**src/rtl/lfu_pkg.sv**
```systemverilog
// shared types and constants for the lfu cache replacement core
`default_nettype none
package lfu_pkg;
  localparam int unsigned KeyW   = 32;
  localparam int unsigned ValW   = 32;
  localparam int unsigned CntW   = 32;
  localparam int unsigned LimW   = 5;
  localparam int unsigned InW    = 64;
  localparam int unsigned OutW   = 40;
  localparam logic        ReqGet = 1'b0;
  localparam logic        ReqPut = 1'b1;

  typedef enum logic [1:0] {
    CMD_NONE,
    CMD_BUMP,
    CMD_FILL,
    CMD_EVICT
  } cmd_e;

  typedef struct packed {
    logic load;
    logic search;
    cmd_e cmd;
  } ctrl_t;

  typedef struct packed {
    logic found;
    logic free_ok;
    logic any_valid;
    logic is_put;
    logic enabled;
  } stat_t;
endpackage
`default_nettype wire

```
**src/rtl/lfu_datapath.sv**
```systemverilog
// entry storage, key match, victim search and update logic
`default_nettype none
module lfu_datapath #(
  parameter int unsigned Entries = 16
) (
  input  wire logic                       clk_i,
  input  wire logic                       rst_ni,
  input  wire lfu_pkg::ctrl_t             ctrl_i,
  output lfu_pkg::stat_t                  stat_o,
  input  wire logic [lfu_pkg::LimW-1:0]   limit_i,
  input  wire logic                       req_type_i,
  input  wire logic [lfu_pkg::KeyW-1:0]   key_i,
  input  wire logic [lfu_pkg::ValW-1:0]   val_i,
  output logic      [lfu_pkg::ValW-1:0]   rd_val_o
);
  import lfu_pkg::*;
  localparam int unsigned IdxW = (Entries > 1) ? $clog2(Entries) : 1;
  localparam int unsigned OccW = $clog2(Entries + 1);
  localparam int unsigned LimCmpW = (OccW > LimW + 1) ? OccW : LimW + 1;

  logic [Entries-1:0]     valid_q;
  logic [KeyW-1:0]        ekey_q  [Entries];
  logic [ValW-1:0]        eval_q  [Entries];
  logic [CntW-1:0]        ecnt_q  [Entries];
  logic [IdxW-1:0]        erank_q [Entries];
  logic [OccW-1:0]        occ_q;
  logic                   put_q;
  logic [KeyW-1:0]        key_q;
  logic [ValW-1:0]        val_q;
  logic                   en_q;
  logic                   found_q, free_ok_q;
  logic [IdxW-1:0]        hit_idx_q, free_idx_q, vic_idx_q;
  logic                   any_q;

  // effective limit
  logic [LimCmpW-1:0] lim_w;
  always_comb begin
    lim_w = LimCmpW'(limit_i);
    if (lim_w > LimCmpW'(Entries)) lim_w = LimCmpW'(Entries);
  end

  // match and free slot selection (registered)
  logic           found_w, free_w, any_w;
  logic [IdxW-1:0] hit_w, free_idx_w, vic_w;
  always_comb begin
    found_w = 1'b0; free_w = 1'b0;
    hit_w = '0; free_idx_w = '0;
    for (int i = Entries - 1; i >= 0; i--) begin
      if (valid_q[i] && ekey_q[i] == key_q) begin
        found_w = 1'b1; hit_w = IdxW'(i);
      end
      if (!valid_q[i]) begin
        free_w = 1'b1; free_idx_w = IdxW'(i);
      end
    end
  end

  // victim selection as a compare tree: lowest count, then oldest
  logic [IdxW-1:0] win_idx  [Entries];
  logic [CntW-1:0] win_cnt  [Entries];
  logic [IdxW-1:0] win_rank [Entries];
  logic            win_ok   [Entries];
  always_comb begin
    for (int i = 0; i < int'(Entries); i++) begin
      win_idx[i]  = IdxW'(i);
      win_cnt[i]  = ecnt_q[i];
      win_rank[i] = erank_q[i];
      win_ok[i]   = valid_q[i];
    end
    for (int s = 1; s < int'(Entries); s = s * 2) begin
      for (int i = 0; i + s < int'(Entries); i = i + 2 * s) begin
        if (win_ok[i+s] && (!win_ok[i] || win_cnt[i+s] < win_cnt[i] ||
            (win_cnt[i+s] == win_cnt[i] && win_rank[i+s] > win_rank[i]))) begin
          win_idx[i]  = win_idx[i+s];
          win_cnt[i]  = win_cnt[i+s];
          win_rank[i] = win_rank[i+s];
          win_ok[i]   = 1'b1;
        end
      end
    end
    vic_w = win_idx[0];
    any_w = win_ok[0];
  end

  logic [IdxW-1:0] tgt;
  logic [IdxW:0]   old_rank;
  always_comb begin
    tgt = hit_idx_q;
    case (ctrl_i.cmd)
      CMD_FILL:  tgt = free_idx_q;
      CMD_EVICT: tgt = vic_idx_q;
      default:   tgt = hit_idx_q;
    endcase
    old_rank = (ctrl_i.cmd == CMD_FILL) ? {1'b1, {IdxW{1'b0}}} : {1'b0, erank_q[tgt]};
  end

  always_ff @(posedge clk_i or negedge rst_ni) begin
    if (!rst_ni) begin
      valid_q <= '0;
      occ_q   <= '0;
    end else if (ctrl_i.cmd != CMD_NONE) begin
      valid_q[tgt] <= 1'b1;
      if (ctrl_i.cmd == CMD_FILL) occ_q <= occ_q + OccW'(1);
    end
  end

  always_ff @(posedge clk_i) begin
    if (ctrl_i.load) begin
      put_q <= req_type_i;
      key_q <= key_i;
      val_q <= val_i;
      en_q  <= (lim_w != '0);
    end
    if (ctrl_i.search) begin
      found_q    <= found_w;
      hit_idx_q  <= hit_w;
      free_idx_q <= free_idx_w;
      free_ok_q  <= free_w && (LimCmpW'(occ_q) < lim_w);
      vic_idx_q  <= vic_w;
      any_q      <= any_w;
      rd_val_o   <= (en_q && found_w && !put_q) ? eval_q[hit_w] : '0;
    end
    if (ctrl_i.cmd != CMD_NONE) begin
      for (int i = 0; i < Entries; i++) begin
        if (IdxW'(i) != tgt && valid_q[i] && {1'b0, erank_q[i]} < old_rank)
          erank_q[i] <= erank_q[i] + IdxW'(1);
      end
      erank_q[tgt] <= '0;
      if (ctrl_i.cmd == CMD_BUMP) begin
        if (ecnt_q[tgt] != '1) ecnt_q[tgt] <= ecnt_q[tgt] + CntW'(1);
        if (put_q) eval_q[tgt] <= val_q;
      end else begin
        ekey_q[tgt] <= key_q;
        eval_q[tgt] <= val_q;
        ecnt_q[tgt] <= CntW'(1);
      end
    end
  end

  assign stat_o = '{found: found_q, free_ok: free_ok_q, any_valid: any_q,
                    is_put: put_q, enabled: en_q};

  assert property (@(posedge clk_i) disable iff (!rst_ni)
    ctrl_i.cmd == CMD_FILL |-> !valid_q[free_idx_q])
    else $error("fill into occupied slot");
  assert property (@(posedge clk_i) disable iff (!rst_ni)
    ctrl_i.cmd == CMD_EVICT |-> valid_q[vic_idx_q])
    else $error("evict of empty slot");
  assert property (@(posedge clk_i) disable iff (!rst_ni)
    $countones(valid_q) == int'(occ_q))
    else $error("occupancy mismatch");
endmodule
`default_nettype wire

```
**src/rtl/lfu_ctrl.sv**
```systemverilog
// request sequencing state machine
`default_nettype none
module lfu_ctrl (
  input  wire logic           clk_i,
  input  wire logic           rst_ni,
  input  wire logic           in_valid_i,
  output logic                in_ready_o,
  output logic                out_valid_o,
  input  wire logic           out_ready_i,
  output lfu_pkg::ctrl_t      ctrl_o,
  input  wire lfu_pkg::stat_t stat_i,
  output logic                hit_o,
  output logic                evicted_o
);
  import lfu_pkg::*;
  typedef enum logic [1:0] {S_IDLE, S_SEARCH, S_UPDATE, S_OUT} state_e;
  state_e state_q;

  assign in_ready_o = (state_q == S_IDLE);
  always_comb begin
    ctrl_o.load   = in_valid_i && in_ready_o;
    ctrl_o.search = (state_q == S_SEARCH);
    ctrl_o.cmd    = CMD_NONE;
    if (state_q == S_UPDATE && stat_i.enabled) begin
      if (stat_i.found) ctrl_o.cmd = CMD_BUMP;
      else if (stat_i.is_put) begin
        if (stat_i.free_ok || !stat_i.any_valid) ctrl_o.cmd = CMD_FILL;
        else ctrl_o.cmd = CMD_EVICT;
      end
    end
  end

  always_ff @(posedge clk_i or negedge rst_ni) begin
    if (!rst_ni) begin
      state_q     <= S_IDLE;
      out_valid_o <= 1'b0;
      hit_o       <= 1'b0;
      evicted_o   <= 1'b0;
    end else begin
      case (state_q)
        S_IDLE:   if (in_valid_i) state_q <= S_SEARCH;
        S_SEARCH: state_q <= S_UPDATE;
        S_UPDATE: begin
          hit_o       <= stat_i.enabled && stat_i.found;
          evicted_o   <= (ctrl_o.cmd == CMD_EVICT);
          out_valid_o <= 1'b1;
          state_q     <= S_OUT;
        end
        S_OUT: if (out_ready_i) begin
          out_valid_o <= 1'b0;
          state_q     <= S_IDLE;
        end
        default: state_q <= S_IDLE;
      endcase
    end
  end

  assert property (@(posedge clk_i) disable iff (!rst_ni)
    out_valid_o |-> !in_ready_o) else $error("accept while result pending");
  assert property (@(posedge clk_i) disable iff (!rst_ni)
    evicted_o && out_valid_o |-> !hit_o) else $error("hit with eviction");
  assert property (@(posedge clk_i) disable iff (!rst_ni)
    ctrl_o.cmd != CMD_NONE |=> out_valid_o) else $error("update without result");
endmodule
`default_nettype wire

```
**src/rtl/lfu_cache_replacement_core.sv**
```systemverilog
// top level of the lfu cache with lru tie break
// an accepted transaction passes the search and update states over the entry
// registers before its result is valid; a new transaction is accepted only
// after the previous result has been taken
// reset: all entries invalid, occupancy zero, capacity limit 16
`default_nettype none
module lfu_cache_replacement_core #(
  parameter int unsigned Entries = 16
) (
  input  wire logic                      clk_i,
  input  wire logic                      rst_ni,
  input  wire logic                      cfg_we_i,
  input  wire logic [4:0]                cfg_wdata_i,
  input  wire logic                      s_axis_tvalid,
  output logic                           s_axis_tready,
  input  wire logic                      s_axis_tuser,   // req_type
  input  wire logic [lfu_pkg::InW-1:0]   s_axis_tdata,   // lookup_key, write_value
  output logic                           m_axis_tvalid,
  input  wire logic                      m_axis_tready,
  output logic      [lfu_pkg::OutW-1:0]  m_axis_tdata    // hit, read_value, evicted, pad
);
  import lfu_pkg::*;
  ctrl_t ctrl;
  stat_t stat;
  logic [LimW-1:0] limit_q;
  logic [ValW-1:0] rd_val;
  logic hit, ev;

  always_ff @(posedge clk_i or negedge rst_ni) begin
    if (!rst_ni) limit_q <= LimW'(16);
    else if (cfg_we_i) limit_q <= cfg_wdata_i;
  end

  lfu_ctrl u_ctrl (
    .clk_i, .rst_ni,
    .in_valid_i(s_axis_tvalid), .in_ready_o(s_axis_tready),
    .out_valid_o(m_axis_tvalid), .out_ready_i(m_axis_tready),
    .ctrl_o(ctrl), .stat_i(stat), .hit_o(hit), .evicted_o(ev)
  );

  lfu_datapath #(.Entries(Entries)) u_dp (
    .clk_i, .rst_ni, .ctrl_i(ctrl), .stat_o(stat), .limit_i(limit_q),
    .req_type_i(s_axis_tuser), .key_i(s_axis_tdata[31:0]),
    .val_i(s_axis_tdata[63:32]), .rd_val_o(rd_val)
  );

  assign m_axis_tdata = {6'b0, ev, rd_val, hit};
endmodule
`default_nettype wire

```
**config.mk**
```make
export PLATFORM = sky130hd
export DESIGN_NAME = lfu_cache_replacement_core
export DESIGN_NICKNAME = d
export VERILOG_FILES = /design/src/rtl/lfu_pkg.sv /design/src/rtl/lfu_datapath.sv /design/src/rtl/lfu_ctrl.sv /design/src/rtl/lfu_cache_replacement_core.sv
export SDC_FILE = /design/constraint.sdc
export NUM_CORES = 2
export LEC_CHECK = 0
export ABC_AREA = 1
export BUFFER_PORTS_ARGS = -buffer_cell sky130_fd_sc_hd__clkbuf_2
export CAP_MARGIN = 20
export CELL_PAD_IN_SITES_DETAIL_PLACEMENT = 1
export CELL_PAD_IN_SITES_GLOBAL_PLACEMENT = 1
export CORE_MARGIN = 10
export CORE_UTILIZATION = 42
export CTS_BUF_LIST = sky130_fd_sc_hd__clkbuf_2
export DETAILED_ROUTE_END_ITERATION = 7
export PLACE_DENSITY = 0.79
export SLEW_MARGIN = 25
export SYNTH_ARGS = -nofsm -noshare
export SYNTH_HDL_FRONTEND = slang
export SYNTH_SLANG_ARGS = --single-unit
export TNS_END_PERCENT = 1
```
**constraint.sdc**
```tcl
create_clock -name clk_i -period 8.68 [get_ports clk_i]
set_input_delay 0.434 -clock clk_i [delete_from_list [all_inputs] [get_ports clk_i]]
set_output_delay 0.434 -clock clk_i [all_outputs]
set_load 0.02 [all_outputs]
```
==> results.tsv <==
metric	value	unit
status	finished, violations left	
failing checks	setup timing	
met2 Usage GRT	0.521	
DR pass1 iterations	6	
Area Overhead vs Synth	23.9	%
Synth Instances	8962	
GR Util met1	0.382	
die area	237000	um2
part of the cycle the worst path needs	1.17	
Most Crowded Layer GR	met2	
largest net degree at the start of global routing	195	
max-slew violations	0	
later-pin clock latency in the skew report	2.18	ns
port buffer count	110	
DR WL/cell	28.4	um
residual DRC count	0	
unrepaired setup endpoints after global routing	yes	
Hold Slack	0.187	ns
DP Wirelength	248000	um
final net count	11500	
skew final	0.416	ns
synth unique cells	71	
share of layout cells above drive strength 1	0.226	
maxcap violations	0	
required time worst endpoint	10.49	ns
CTS Buf Count	470	
All-Layer GR Usage	0.322	
fmax	0.0986	GHz
via count	85700	
critical path type	register to register	
Leak	47.3	nW
Final Wtd Congestion	0.962	
simple-gate share of the synthesized area	0.149	
Rel. slew slack	0.0903	
Synth Register Bits	1744	
total core area	217000	um2
Worst path max stage delay	0.45	ns
post-synthesis xor/xnor area fraction	0.0174	
Mapped Avg Cell Area	10.2	um2
I/O pin cnt	117	
vias per std cell	6.11	
H-tree Lvls	5	
vias in the first global route	91800	
Final Instance Area	113000	um2
PwrDens	362	nW/um2
Synth async-reset ratio	0.0178	
Final setup viols	4	
clock transition at the registers of the reported paths	0.12	ns
TritonCTS Sinks	1744	
CP Capture Type	register	
CP max-delay cell	o21ai_0	
TritonCTS clock tree	yes	
Clock Path Buffers	4	
Synth Area in Compound Gates	0.123	
hold crit path type	primary input to register	
CP arrival	11.96	ns
initial antenna violation count	22	
GR Layer Usage met3	0.0707	
Root Driver	clkbuf_2	
worst-margin pin slew	1.36	ns
EDFF count, synth	1649	
first-pass GRT wire length	578000	um
main flop type after synthesis	edfxtp_1	
sequential area share after synthesis	0.564	
Die Span X	487	um
main combinational cell family by area after synthesis	simple AND/OR/NAND/NOR gates	
# rows	171	
post-synthesis mux area share	0.000369	
Ys Warns	0	
CP Max Fanout	12	
drt first-iter violations	10600	
final worst slack	-1.47	ns
initial core utilization	0.422	
Hold Fails Final Rpt	0	
post-synthesis instance area	91500	um2
placed inst area	105000	um2
Adder-Cell Fraction of Synth Area	0.0840	
FILL cells	24400	
maximum VDD drop	0.000375	V
Worst Setup Start Kind	register	
Die H	487	um
crit path time final	10.15	ns
reg2reg setup slack	-1.47	ns
GRT overflow	0	
Final ANT Viol Nets	0	
final wirelength	398000	um
-- state kept, by name (all words and copies together), names as in the netlist, 2 cells and up --
signal	flops
u_dp.vic_idx_q	4
u_ctrl.state_q	2
u_dp.erank_q	64
u_dp.occ_q	5
u_dp.ekey_q	512
u_dp.key_q	32
u_dp.ecnt_q	512
limit_q	5
u_dp.rd_val_o	32
u_dp.valid_q	16
u_dp.val_q	32
u_dp.hit_idx_q	4
u_dp.eval_q	512
u_dp.free_idx_q	4
-- power breakdown --
group,internal (mW),switching [mW],leakage (nW)
logic,8.87,14.8,28.5
registers,10.8,0.428,15.8
clock network,2.21,3.96,3.13
total,21.9,19.1,47.3
-- logic make-up (layout without fill, tap and decap cells) --
family          Yosys count  count (layout)
simple gates           3036            3036
fa+ha+maj               614             614
flops                  1744            1744
compound gates         1931            1931
mux                       3               3
xor+xnor                182             182
buf+inv                1451            3634
other cells               1              23
-- worst max-delay path, delay by kind of cell (launching register included) --
kind / cells / cell delay [ns]
buffers and inverters: 10 / 1.50
AOI/OAI and AO/OA: 21 / 4.55
adders and majority gates: 4 / 1.21
and+or+nand+nor: 16 / 2.15
DFF: 1 / 0.43
-- area by class of cell --
type | instances | area, um2 | share of cell area
flip-flops and latches | 1744 | 51600 | 0.455
well taps | 2854 | 3570 | 0.0315
clock buffers | 680 | 3400 | 0.0300
diodes | 17 | 42.5 | 0.000375
inverters | 1032 | 3890 | 0.0343
repair buffers | 1785 | 14700 | 0.130
multi-input cells | 5772 | 35500 | 0.313
clock inverters | 137 | 664 | 0.00586
-- per-layer routing --
metal  vias to the layer above  part of all wire
met3                      1695              0.10
met1                     42300              0.36
met2                      5683              0.46
li1                      36000                 -
met5                         -           0.00019
met4                        10             0.077
-- layout by cell type, fill, tap and decap left out, types with 39 or more instances in the layout --
cell type      synthesis  layout
nor3_1                70      56
nand3b_1             166     166
edfxtp_1            1649    1649
dlygate4sd3_1          0     267
nand4_1              108     108
a211oi_1              49      41
o211ai_1              66      66
o21ai_1               11      78
o21a_1                39      39
a22o_1                40      40
dfxtp_1               64      64
nand3_1              661     657
nor2_4                 2      50
o21ai_0              716     618
clkbuf_2               0     790
clkinv_1               6     119
buf_12                 0      45
xnor2_1              120     120
nand2_1             1411    1392
a21oi_1              496     458
o22ai_1              338     338
nor4_1                63      51
xor2_1                62      62
inv_1               1019    1007
buf_4                 27    1337
nor2_1               480     412
ha_1                 614     611
-- timing repair --
action	4_1_cts	5_1_grt
cloned	6	4
hold buffers	268	0
gates resized for setup	130	159
pin swaps	25	47
buffers inserted	16	14
setup endpoints to repair	4	115
hold endpoints to repair	169	0
-- per-stage QoR --
step / instances / utilization / setup TNS (ns) / total power, mW / worst slack, ns
after floorplan: 8967 / - / 0 / 21.6 / 0.0645
after global placement: 12900 / 0.484 / -10.33 / 31.2 / -2.68
after detailed placement: 12900 / 0.484 / -11.24 / 32.3 / -2.90
after CTS: 14000 / 0.519 / -4.93 / 39.3 / -1.31
after global routing: 14000 / 0.522 / -6.26 / 42.9 / -1.63
final: 14000 / 0.522 / -5.59 / 41.0 / -1.47
-- cell usage after synthesis, types with 27 or more instances --
library cell,count,area share
a211oi_1,49,0.0040
a22o_1,40,0.0038
edfxtp_1,1649,0.54
nand4_1,108,0.0074
nand2_1,1411,0.058
a21oi_1,496,0.027
o21ai_0,716,0.039
xor2_1,62,0.0059
buf_1,30,0.0012
o22ai_1,338,0.023
clkbuf_1,230,0.0094
inv_1,1019,0.042
nor3_1,70,0.0038
o21a_1,39,0.0032
ha_1,614,0.084
nand3b_1,166,0.014
o221ai_1,28,0.0027
o211ai_1,66,0.0054
nor4_1,63,0.0043
nor2_1,480,0.020
dfrtp_1,30,0.0082
xnor2_1,120,0.011
or2_2,35,0.0024
dfxtp_1,64,0.014
o2111ai_1,36,0.0034
nand3_1,661,0.036
buf_2,127,0.0069
buf_4,27,0.0022
-- path summary, 6_finish.rpt --
| path | start | depth (start not counted) | end |
|---|---|---|---|
| hold / removal | s_axis_tdata[15] | 4 | u_dp.key_q[15] |
| max in group asynchronous | rst_ni | 7 | u_dp.valid_q[10] |
| setup / recovery | u_dp.ecnt_q[3][30] | 51 | u_dp.vic_idx_q[1] |
| min in group asynchronous | rst_ni | 7 | limit_q[2] |
| hold reg to reg | u_dp.erank_q[2][1] | 2 | u_dp.erank_q[2][1] |
| setup reg to reg | u_dp.ecnt_q[3][30] | 51 | u_dp.vic_idx_q[1] |
Note: power is estimated with default switching activity, not from simulation.
